[config.mk]
export PLATFORM = sky130hd
export DESIGN_NAME = sgsg_cell
export DESIGN_NICKNAME = d
export VERILOG_FILES = /design/src/rtl/sgsg_pkg.sv /design/src/rtl/sgsg_cell.sv
export SDC_FILE = /design/constraint.sdc
export NUM_CORES = 1
export LEC_CHECK = 0
export ABC_AREA = 1
export BUFFER_PORTS_ARGS = -buffer_cell sky130_fd_sc_hd__buf_4
export CAP_MARGIN = 10
export CELL_PAD_IN_SITES_DETAIL_PLACEMENT = 1
export CELL_PAD_IN_SITES_GLOBAL_PLACEMENT = 1
export CORE_UTILIZATION = 45
export CTS_BUF_LIST = sky130_fd_sc_hd__clkbuf_8 sky130_fd_sc_hd__clkbuf_16
export DETAILED_ROUTE_END_ITERATION = 16
export PLACE_DENSITY = 0.87
export SKIP_LAST_GASP = 1
export SLEW_MARGIN = 40
export SYNTH_ARGS = -nofsm -noshare
export SYNTH_HDL_FRONTEND = slang
export SYNTH_SLANG_ARGS = --single-unit
[constraint.sdc]
create_clock -name clk -period 20.7 [get_ports clk]
set_clock_uncertainty 0.05 [all_clocks]
set_input_delay 6.21 -clock clk [delete_from_list [all_inputs] [get_ports clk]]
set_output_delay 6.21 -clock clk [all_outputs]
set_load 0.05 [all_outputs]
[src/rtl/sgsg_pkg.sv]
`timescale 1ns / 1ps
// Shared constants, register indexes and link types of the staggered grid sample generator.
package sgsg_pkg;

	localparam int FRAC_BITS = 16;
	localparam int MAX_AXES  = 8;
	localparam int AXIS_W    = $clog2(MAX_AXES);
	localparam int COORD_W   = FRAC_BITS;
	localparam int CNT_W     = 16;
	localparam int DIM_W     = 4;
	localparam int MARGIN_W  = 15;
	localparam int SIDE_W    = 16;
	localparam int LIMIT_W   = FRAC_BITS + 1;
	localparam int PROD_W    = CNT_W + SIDE_W;
	localparam int POS_W     = PROD_W + 1;
	localparam int CFG_W     = 16;
	localparam int CFG_IDX_W = 2;

	localparam logic [CFG_IDX_W-1:0] REG_DIMENSION_COUNT = 2'd0;
	localparam logic [CFG_IDX_W-1:0] REG_MARGIN          = 2'd1;
	localparam logic [CFG_IDX_W-1:0] REG_CELL_SIDE       = 2'd2;

	localparam logic [DIM_W-1:0]    DIMENSION_COUNT_RST = 4'd2;
	localparam logic [MARGIN_W-1:0] MARGIN_RST          = 15'd3277;
	localparam logic [SIDE_W-1:0]   CELL_SIDE_RST       = 16'd6554;

	localparam logic [LIMIT_W-1:0] UNIT_ONE = LIMIT_W'(1) << FRAC_BITS;

	typedef struct packed {
		logic token;
		logic carry;
	} link_t;

	typedef struct packed {
		logic done;
		logic swap;
	} stat_t;

	typedef struct packed {
		logic clear;
		logic bump;
		logic shift;
	} ctl_t;

endpackage

[src/rtl/sgsg_cell.sv]
`timescale 1ns / 1ps
// One axis cell: holds the axis index counter and the coordinate of the current point.
module sgsg_cell (
	input  logic                                clk,
	input  logic                                arst_n,
	input  logic [sgsg_pkg::AXIS_W-1:0]         idx,
	input  logic [sgsg_pkg::AXIS_W-1:0]         last_idx,
	input  sgsg_pkg::link_t                     link_in,
	input  sgsg_pkg::ctl_t                      ctl,
	input  logic [sgsg_pkg::COORD_W-1:0]        base,
	input  logic [sgsg_pkg::SIDE_W-1:0]         side,
	input  logic [sgsg_pkg::LIMIT_W-1:0]        limit,
	input  logic [sgsg_pkg::COORD_W-1:0]        shift_in,
	output sgsg_pkg::link_t                     link_out,
	output sgsg_pkg::stat_t                     stat,
	output logic [sgsg_pkg::COORD_W-1:0]        pos
);

	logic [sgsg_pkg::CNT_W-1:0]   cnt_q;
	logic [sgsg_pkg::COORD_W-1:0] pos_q;
	sgsg_pkg::link_t              link_q;
	logic [sgsg_pkg::CNT_W-1:0]   cnt_inc;
	logic [sgsg_pkg::PROD_W-1:0]  prod;
	logic [sgsg_pkg::POS_W-1:0]   p;
	logic [sgsg_pkg::COORD_W-1:0] p_sat;
	logic                         over;
	logic                         is_last;

	assign is_last = (idx == last_idx);
	assign cnt_inc = cnt_q + sgsg_pkg::CNT_W'(link_in.carry);
	assign prod    = sgsg_pkg::PROD_W'(cnt_inc) * sgsg_pkg::PROD_W'(side);
	assign p       = sgsg_pkg::POS_W'(prod) + sgsg_pkg::POS_W'(base);
	assign over    = (p > sgsg_pkg::POS_W'(limit));
	assign p_sat   = (p[sgsg_pkg::POS_W-1:sgsg_pkg::COORD_W] != '0) ? '1
		: p[sgsg_pkg::COORD_W-1:0];

	assign stat.done = link_in.token && is_last;
	assign stat.swap = link_in.token && is_last && over;
	assign link_out  = link_q;
	assign pos       = pos_q;

	always_ff @(posedge clk or negedge arst_n) begin
		if (!arst_n) begin
			link_q <= '0;
			cnt_q  <= '0;
		end else begin
			link_q.token <= link_in.token && !is_last;
			link_q.carry <= link_in.token && over && !is_last;
			if (ctl.clear) begin
				cnt_q <= sgsg_pkg::CNT_W'(ctl.bump);
			end else if (ctl.bump) begin
				cnt_q <= cnt_q + sgsg_pkg::CNT_W'(1);
			end else if (link_in.token) begin
				cnt_q <= over ? '0 : cnt_inc;
			end
		end
	end

	always_ff @(posedge clk) begin
		if (link_in.token) begin
			pos_q <= over ? base : p_sat;
		end else if (ctl.clear) begin
			pos_q <= base;
		end else if (ctl.shift) begin
			pos_q <= shift_in;
		end
	end

endmodule

* Yosys cells after proc, flatten, opt, wreduce, memory -nomap -nowiden *
Cells that the tools add are included.

operators by class
  eq/ne operators = 1
  shifts and indexed selects = 0
  multiplexer cells = 9
  bitwise operators = 0
  $add $sub $neg = 3
  order comparisons = 1
  reduce and logical (&&, ||, !) cells = 9
  $mul = 1
  div/mod/pow operators = 0

operator list
  cell                   count
  $mux 16                9
  $add 32x16->33         1
  $gt 33x17->1           1
  $mul 16x16->32         1
  $reduce_bool 17->1     1
  $add 16x1->16          1
  $add 16x1->16 const B  1
  $reduce_bool 3->1      2
  $logic_and 1x1->1      5
  $eq 3x3->1             1
  $logic_not 1->1        1

word-level totals
  memories kept = 0
  RAM bits = 0
  word-level logic and storage cells = 28
  register bits = 34
  output and inout bits = 20
  bits in latches = 0
  bits in read-only memories = 0

* Logic depth before layout (Yosys ltp) *
Gate-level depths: netlist of run 1.

  depth in word-level cells = 8
  mapped depth = 48

* Least setup slack after synthesis of run 1 *
No wires, ideal clock.

  kind = input -> output
  from = input port link_in[0] in the netlist's numbering
  to = output port stat[0] in the netlist's numbering
  data required time = 14,440 ps
  buffers on the path = 2
  stages = 41
  arrival = 14,116 ps
  setup slack = 324 ps
  cells stage by stage = ha_1 ha_1 nand2_1 nor2_1 inv_1 nor2_2 inv_1 nor2_2 nand2_1 nand2_1 clkbuf_1 nor2_1 fa_1 inv_1 fa_1 fa_1 fa_1 inv_1 (+5 left out) nand2_1 inv_2 a21oi_1 nand2_1 xor2_1 ha_1 inv_1 o31a_1 nand2_1 nand2_1 nand2_1 nand2_1 nand2_1 nor2_2 nand2_2 inv_2 buf_4 nor3_1

RTL lines
  item             RTL line         source
  start, declared  sgsg_cell.sv:8   input sgsg_pkg::link_t link_in,
  end, declared    sgsg_cell.sv:15  output sgsg_pkg::stat_t stat,

==> results of run 1 <==
cell usage after synthesis:
cell type,count,share of area
clkinv_1,5,0.0014
nor4_1,2,0.00095
a21oi_2,16,0.011
ha_1,130,0.12
a21o_1,1,0.00057
buf_1,3,0.00086
and2_1,4,0.0019
xnor2_1,4,0.0027
nand3_2,2,0.0015
inv_2,8,0.0023
nand3b_1,2,0.0011
nor2_1,225,0.064
o21ai_1,14,0.0053
fa_1,211,0.32
or2_1,1,0.00048
nor2_2,14,0.0067
a211oi_1,1,0.00057
nand4_1,11,0.0052
o31a_1,1,0.00067
nand2_2,4,0.0019
buf_2,2,0.00076
nand2_1,524,0.15
a21oi_1,38,0.014
or2_2,2,0.00095
edfxtp_1,16,0.037
nor3_1,11,0.0042
o211ai_1,12,0.0069
xor2_1,16,0.011
nor3_2,1,0.00076
buf_6,4,0.0034
nand3_1,43,0.016
dfrtp_1,18,0.034
buf_4,1,0.00057
o21ai_0,27,0.010
clkbuf_1,39,0.011
and3_1,1,0.00048
o21bai_1,2,0.0011
inv_1,503,0.14
state kept, by name, summed over array words and instances (netlist names):
signal and cells:
pos 16, link_out 2, cnt_q 16
final timing paths:
check                                       from                     to  slack (ns)  cells after the start
setup reg to reg            cnt_q[0]$_DFFE_PN0P_      pos[13]$_DFFE_PP_       11.90                     39
min in group asynchronous                 arst_n   cnt_q[2]$_DFFE_PN0P_        5.74                      1
hold reg to reg            cnt_q[10]$_DFFE_PN0P_  cnt_q[10]$_DFFE_PN0P_        0.48                      2
hold / removal             cnt_q[10]$_DFFE_PN0P_  cnt_q[10]$_DFFE_PN0P_        0.48                      2
max in group asynchronous                 arst_n  cnt_q[12]$_DFFE_PN0P_       14.64                      1
setup / recovery                      link_in[0]                stat[0]        0.44                     42
cells by family after synthesis:
family	count (synthesis)	synth area share
AOI/OAI and AO/OA	112	0.05053
xor gates and xnor gates	20	0.01332
adders and majority gates	341	0.4450
buffers and inverters	565	0.1640
DFF	34	0.07080
and+or+nand+nor	847	0.2564
tightest hold or removal path, cell delays in order (launching register included):
cell and delay, ns:
dfrtp_1 0.38, nand2_1 0.07, nand2_1 0.06
layout make-up:
cell class	count	area (um2)
clock buffers	6	150.1
flip-flops and latches	34	930.9
well taps	384	480.5
clock inverters	2	38.79
inverters	516	1939
multi-input cells	1320	10100
repair buffers	113	848.3
fillers	3813	14220
power by group through the flow:
| stage | combinational [mW] | sequential (mW) | clock (mW) |
|---|---|---|---|
| floorplan | 1.01 | 0.0947 | 0 |
| CTS | 1.47 | 0.0812 | 0.0974 |
| global placement | 1.36 | 0.0822 | 0 |
| global route | 1.67 | 0.0820 | 0.0991 |
| finish | 1.49 | 0.0812 | 0.0973 |
| detailed placement | 1.46 | 0.0824 | 0 |
metal layers:
metal	vias up	GRT usage	part of all wire	routed length, um
met4	0	0.1549	0.049	2249
li1	5712	-	-	-
met3	156	0.04310	0.065	2979
met2	478	0.5596	0.50	22980
met1	6232	0.3709	0.38	17480
met5	-	0	0	0
per-stage QoR:
stage / worst slack [ns] / instances / hold WS, ns
after floorplan: 0.3238 / 1919 / 0.4218
after global placement: 0.7317 / 2367 / 0.4450
after detailed placement: 0.4035 / 2367 / 0.4598
after CTS: 0.3759 / 2375 / 0.4732
after global routing: 0.01012 / 2375 / 0.4842
final: 0.4414 / 2375 / 0.4846
==> impl_metrics.tcl, run 1 <==
set metrics [dict create \
    outcome "completed" \
    num_io_pins 98 \
    grt_max_degree 36 \
    vias_per_cell 5.296 \
    track_usage 0.3142 \
    synth_cell_types 38 \
    yosysWarnings 0 \
    combPwrFrac 0.893 \
    timing.final.hold_violations 0 \
    crit_type "input pin to primary output" \
    wl_per_cell_um 19.24 \
    synth.avg_cell_area_um2 6.852 \
    fin_setup_tns_ns 0 \
    slowest_stage "fa_1" \
    die_width_um 172.9 \
    cp_top_family "adder cells" \
    first_global_vias 14157 \
    grt-ovfl-total 0 \
    leakage_nw 8.156 \
    utilization 0.5047 \
    port_buffers 97 \
    grt_pass1_wl_mm 73.15 \
    p_int_mw 0.6494 \
    initialDrtViolationCount 699 \
    crit_path_end_kind "primary output" \
    cts.root.buffer_cell "clkbuf_16" \
    switching_share 0.6114 \
    final_common_cell "nand2_1" \
    worstPathArrival_ns 14.00 \
    antenna_left 0 \
    cts_setup_buffers 0 \
    die_y_um 172.9 \
    vias 12578 \
    drc_errors 0 \
    power_mw 1.671 \
    path_clk_slew_ns 0.06 \
    maxSlewHeadroom 0.4724 \
    max_stage_delay_ns 0.57 \
    power_frac_clock 0.058 \
    cpMostUsedCell "nand2_1" \
    tightest_slew_ns 0.7915 \
    finalSetupViolations 0 \
    drive_gt1_frac 0.08840 \
    htree_levels 2 \
    net-switching-power_mw 1.022 \
    nets 2409 \
    syn-num-nets 2338 \
    start_util 0.4581 \
    holdCritPathClass "flip-flop to flip-flop" \
    die_area_um2 29910 \
    insertion_delay_ns 0.30 \
    wirelength_mm 45.69 \
    core_um2 28700 \
    syn_inst 1919 \
    post_cts_resized 0 \
    max_freq_ghz 0.04936 \
    drv_slew 0 \
    p_per_area_nw_per_um2 115.4 \
    max-cap-violations 0 \
    dp_hpwl_mm 38.93 \
    cts_num_sinks 34 \
    clockBufferDepth 2 \
    final_cell_mix "524 x nand2_1, 502 x inv_1, 223 x nor2_1" \
    crit_required_ns 14.44 \
    yosysSeqAreaShare 0.07080 \
    cts_tree "done" \
    vdd.ir_drop.worst_mv 0.08985 \
    cts_buffers 5 \
    stdcell_area_um2 14490 \
    period_share 0.9787 \
    dr.pass1.iters 7 \
    seq_power_share 0.049 \
    ys_ff_latch 34 \
    synthToLayoutAreaGrowth_pct 10.17 \
    rsz0062_at_grt "false" \
    start_kind "input pin" \
    synth_area_um2 13150 \
    min_period_ns 20.26 \
    post_dp_cell_area_um2 14260 \
    antenna_found_initial 0 \
    cp_max_fo 13 \
    antennaDiodeCount 0 \
    path_buf_inv 12 \
    rows 62 \
    cts_hold_buf 0 \
    gp_congestion 0.9119 \
]
Power figures use the tool's default switching activity.
==> run 2: changes to the inputs <==
--- a/config.mk
+++ b/config.mk
@@ -11,8 +11,8 @@
 export CELL_PAD_IN_SITES_DETAIL_PLACEMENT = 1
 export CELL_PAD_IN_SITES_GLOBAL_PLACEMENT = 1
-export CORE_UTILIZATION = 45
+export CORE_UTILIZATION = 30
 export CTS_BUF_LIST = sky130_fd_sc_hd__clkbuf_8 sky130_fd_sc_hd__clkbuf_16
 export DETAILED_ROUTE_END_ITERATION = 16
-export PLACE_DENSITY = 0.87
+export PLACE_DENSITY = 0.64
 export SKIP_LAST_GASP = 1
 export SLEW_MARGIN = 40
==> constraint.sdc (replaced) <==
create_clock -name clk -period 20.7 [get_ports clk]
set_clock_uncertainty 0.05 [all_clocks]
set_input_delay 3.105 -clock clk [delete_from_list [all_inputs] [get_ports clk]]
set_output_delay 3.105 -clock clk [all_outputs]
set_load 0.05 [all_outputs]
==> run 2 against run 1 <==
Net effect: worst setup slack improved by 5.3 ns; critical path depth fell by 3; clock-buffer cell count fell by 1; worst hold slack got worse by 0.0014 ns; largest cell class unchanged.
==> impl_metrics.tcl, run 2 (synthesized netlist as in run 1, its figures left out) <==
set metrics [dict create \
    timing.final.hold_violations 0 \
    drive_gt1_frac 0.07735 \
    synthToLayoutAreaGrowth_pct 10.70 \
    core_um2 43170 \
    holdPathStages 2 \
    initialDrtViolationCount 535 \
    maxSlewHeadroom 0.5139 \
    die_area_um2 44670 \
    start_util 0.3046 \
    post-place-ws_ns 5.822 \
    die_y_um 211.4 \
    cts_tree "done" \
    rows 76 \
    post_cts_resized 0 \
    leakage_nw 8.087 \
    max_freq_ghz 0.06695 \
    drv_slew 0 \
    drc_errors 0 \
    grt-ovfl-total 0 \
    port_buffers 97 \
    outcome "completed" \
    crit_required_ns 17.55 \
    cts_setup_buffers 0 \
    fill_cells 5578 \
    vias 11856 \
    min_period_ns 14.94 \
    wirelength_mm 43.38 \
    multiInputGateArea_um2 10070 \
    max-cap-violations 0 \
    clockBufferDepth 2 \
    holdWs_ns 0.4832 \
    whs_endpoint "cnt_q[10]$_DFFE_PN0P_" \
    p_per_area_nw_per_um2 108.3 \
    nets 2396 \
    max_stage_delay_ns 0.55 \
    grt_pass1_wl_mm 69.48 \
    cts_buffers 5 \
    worst_slack_ns 5.764 \
    insertion_delay_ns 0.29 \
    crit_type "input pin to primary output" \
    startpoint "link_in[0]" \
    tightest_slew_ns 0.7291 \
    final_common_cell "nand2_1" \
    cp_max_fo 32 \
    r2r_end "pos[4]$_DFFE_PP_" \
    cts.root.buffer_cell "clkbuf_16" \
    worstPathArrival_ns 11.78 \
    r2r-start "cnt_q[0]$_DFFE_PN0P_" \
    period_share 0.7216 \
    antenna_left 0 \
    wl_per_cell_um 16.93 \
    htree_levels 2 \
    dr.pass1.iters 4 \
    holdCritPathClass "flip-flop to flip-flop" \
    hp-start "cnt_q[10]$_DFFE_PN0P_" \
    final_cell_mix "524 x nand2_1, 503 x inv_1, 224 x nor2_1" \
    track_usage 0.2019 \
    cts_num_sinks 34 \
    gp_congestion 0.8626 \
    start_kind "input pin" \
    dp_hpwl_mm 37.97 \
    antenna_found_initial 1 \
    path_clk_slew_ns 0.06 \
    grt_max_degree 36 \
    vdd.ir_drop.worst_mv 0.07264 \
    post_dp_cell_area_um2 14420 \
    fin_setup_tns_ns 0 \
    num_io_pins 98 \
    rrSetupSlack_ns 11.45 \
    die_width_um 211.4 \
    final-seq-area_um2 930.9 \
    cpMostUsedCell "inv_1" \
    slowest_stage "fa_1" \
    stdcell_area_um2 14560 \
    antennaDiodeCount 0 \
    cts_hold_buf 0 \
    reg2regPathDepth 40 \
    first_global_vias 12959 \
    vias_per_cell 4.626 \
    finalSetupViolations 0 \
    crit_path_end_kind "primary output" \
    rsz0062_at_grt "false" \
]
==> run 2: cell count changes in the layout (fill, tap and decap cells not counted), moves of 3 or more <==
cell	change
clkinv_1	+3
buf_4	-13
xor2_2	-4
xor2_1	+4
==> run 2: stage by stage <==
| step | utilization | instances | total power, mW |
|---|---|---|---|
| floorplan | - | 1919 | 1.107 |
| global route | 0.3371 | 2563 | 1.800 |
| CTS | 0.3371 | 2563 | 1.607 |
| global placement | 0.3338 | 2555 | 1.483 |
| finish | 0.3371 | 2563 | 1.576 |
| detailed placement | 0.3340 | 2555 | 1.521 |
==> run 2: layout make-up <==
type	count	area share
Tap cell	585	0.05029
Inverter	516	0.1331
Clock buffer	5	0.008596
Clock inverter	3	0.0007737
Multi-Input combinational cell	1320	0.6917
Timing Repair Buffer	100	0.05158
Sequential cell	34	0.06396
==> run 2: routing by layer <==
layer	vias to the layer above	share of wire	track usage
li1	5686	-	-
met1	5915	0.45	0.2639
met2	202	0.49	0.3553
met3	51	0.032	0.01736
met4	2	0.022	0.05422
met5	-	0.00030	0
==> run 2: critical path: cells and delay by family <==
family	cells	cell delay, ns
xor+xnor	2	0.77
buf+inv	10	1.36
simple gates	17	2.44
fa+ha+maj	10	4.04
==> run 2: worst max-delay path by stage <==
stage                          to  slack (ns)  depth (start not counted)
after floorplan           stat[0]        6.53                         41
after global placement    stat[0]        5.82                         42
after detailed placement  stat[0]        5.82                         39
after CTS                 stat[0]        5.79                         39
after global routing      stat[0]        4.99                         39
final                     stat[0]        5.76                         39
==> run 2: report_power, final <==
group          leakage, nW  switching (mW)  internal (mW)
Sequential           0.405         0.00412         0.0772
Clock               0.0663          0.0301         0.0433
Combinational         7.62           0.938          0.483
==> run 3: changes to the inputs <==
- clock period: 20.7 -> 15.1 ns (I/O delays scaled with it)
==> run 3 against run 2 <==
Net effect: worst setup slack lost 3.5 ns; total power is 37% higher; sequential share of layout area barely moved; clock-buffer cell count stayed put; cell count stayed put; sequential power grew 38%; routed wire length fell by 0.93%; register-to-register slack got worse by 5.5 ns; design area about the same; critical endpoint unchanged; largest cell class unchanged; highest routed layer is now met4.
==> impl_metrics.tcl, run 3 (synthesized netlist as in run 1, its figures left out) <==
set metrics [dict create \
    start_kind "input pin" \
    antenna_left 0 \
    grt_max_degree 36 \
    path_clk_slew_ns 0.06 \
    core_um2 43170 \
    die_y_um 211.4 \
    first_global_vias 12954 \
    cts_hold_buf 0 \
    cts_buffers 5 \
    outcome "completed" \
    insertion_delay_ns 0.29 \
    max-cap-violations 0 \
    vias_per_cell 4.629 \
    maxSlewHeadroom 0.4633 \
    cts_tree "done" \
    rsz0062_at_grt "false" \
    wl_per_cell_um 16.77 \
    min_period_ns 12.87 \
    htree_levels 2 \
    initialDrtViolationCount 580 \
    vdd.ir_drop.worst_mv 0.07701 \
    cpMostUsedCell "nand2_1" \
    crit_path_end_kind "primary output" \
    cts.root.buffer_cell "clkbuf_16" \
    num_io_pins 98 \
    rows 76 \
    dr.pass1.iters 5 \
    p_per_area_nw_per_um2 148.5 \
    gp_congestion 0.8776 \
    worstPathArrival_ns 10.56 \
    die_width_um 211.4 \
    crit_type "input pin to primary output" \
    fin_cells 2563 \
    final_common_cell "nand2_1" \
    fin_setup_tns_ns 0 \
    antennaDiodeCount 0 \
    die_area_um2 44670 \
    post_cts_resized 0 \
    cts_num_sinks 34 \
    nets 2396 \
    vias 11863 \
    period_share 0.8524 \
    holdCritPathClass "flip-flop to flip-flop" \
    dp_cells 2555 \
    dp_hpwl_mm 37.76 \
    drv_slew 0 \
    port_buffers 97 \
    tightest_slew_ns 0.8050 \
    synthToLayoutAreaGrowth_pct 10.67 \
    max_stage_delay_ns 0.55 \
    antenna_found_initial 0 \
    drc_errors 0 \
    drive_gt1_frac 0.07786 \
    finalSetupViolations 0 \
    timing.final.hold_violations 0 \
    grt-ovfl-total 0 \
    wirelength_mm 42.98 \
    grt_pass1_wl_mm 69.84 \
    cts_setup_buffers 0 \
    cp_max_fo 13 \
    clockBufferDepth 2 \
    start_util 0.3046 \
    final_cell_mix "524 x nand2_1, 504 x inv_1, 224 x nor2_1" \
    crit_required_ns 12.79 \
    slowest_stage "fa_1" \
    max_freq_ghz 0.07769 \
    track_usage 0.2027 \
    leakage_nw 8.080 \
]
==> run 3: cell types whose count changed in the layout (fill, tap and decap cells not counted), sizes merged <==
cell    previous run  this run
clkinv             8         7
inv              511       512
==> run 3: critical path: cells and delay by family <==
| kind | cells | cell delay [ns] |
|---|---|---|
| XOR/XNOR | 2 | 0.82 |
| AO/OA/AOI/OAI | 2 | 0.31 |
| AND/OR/NAND/NOR | 17 | 1.73 |
| buffers and inverters | 11 | 1.39 |
| adder cells (fa/ha/maj) | 10 | 4.04 |
==> run 3: routing by layer <==
layer  track usage  part of all wire  up-vias  routed length (um)
li1              -                 -     5682                   -
met1        0.2740              0.46     5946               19690
met2        0.3564              0.49      198               21270
met3      0.006379             0.028       37                1197
met4       0.04948             0.019        0                 824
met5             0                 0        -                   0
==> run 3: per-stage QoR <==
step           power, mW  utilization  instance area (um2)  hold WS (ns)  setup slack (ns)
3_5_place_dp       2.089       0.3339                14410        0.4464             2.177
4_1_cts            2.206       0.3371                14550        0.4627             2.196
2_1_floorplan      1.517            -                13150        0.4218             2.614
6_report           2.160       0.3371                14550        0.4596             2.228
3_3_place_gp       2.035       0.3338                14410        0.4378             2.528
5_1_grt            2.470       0.3371                14550        0.4897             1.562
==> run 3: final cells by class <==
| class | count | area (um2) |
|---|---|---|
| fill | 5522 | 28620 |
| multi-input combinational | 1320 | 10060 |
| inverter | 516 | 1937 |
| sequential | 34 | 930.9 |
| timing repair buffer | 100 | 750.7 |
| tap | 585 | 732.0 |
| clock buffer | 5 | 125.1 |
| clock inverter | 3 | 12.51 |
==> run 3: path summary, 6_finish.rpt <==
path	startpoint	endpoint	slack, ns	cells after the start
max reg2reg	cnt_q[0]$_DFFE_PN0P_	pos[13]$_DFFE_PP_	5.93	42
max	link_in[0]	stat[0]	2.23	42
min reg2reg	cnt_q[10]$_DFFE_PN0P_	cnt_q[10]$_DFFE_PN0P_	0.46	2
min	cnt_q[10]$_DFFE_PN0P_	cnt_q[10]$_DFFE_PN0P_	0.46	2
min in group asynchronous	arst_n	cnt_q[0]$_DFFE_PN0P_	1.80	1
max in group asynchronous	arst_n	cnt_q[9]$_DFFE_PN0P_	12.97	1
==> run 3: power by group <==
part	leakage (nW)	total, mW	internal (mW)	switching, mW
clock network	0.0724	0.102	0.0597	0.0419
logic	7.60	1.95	0.663	1.28
registers	0.405	0.112	0.106	0.00561
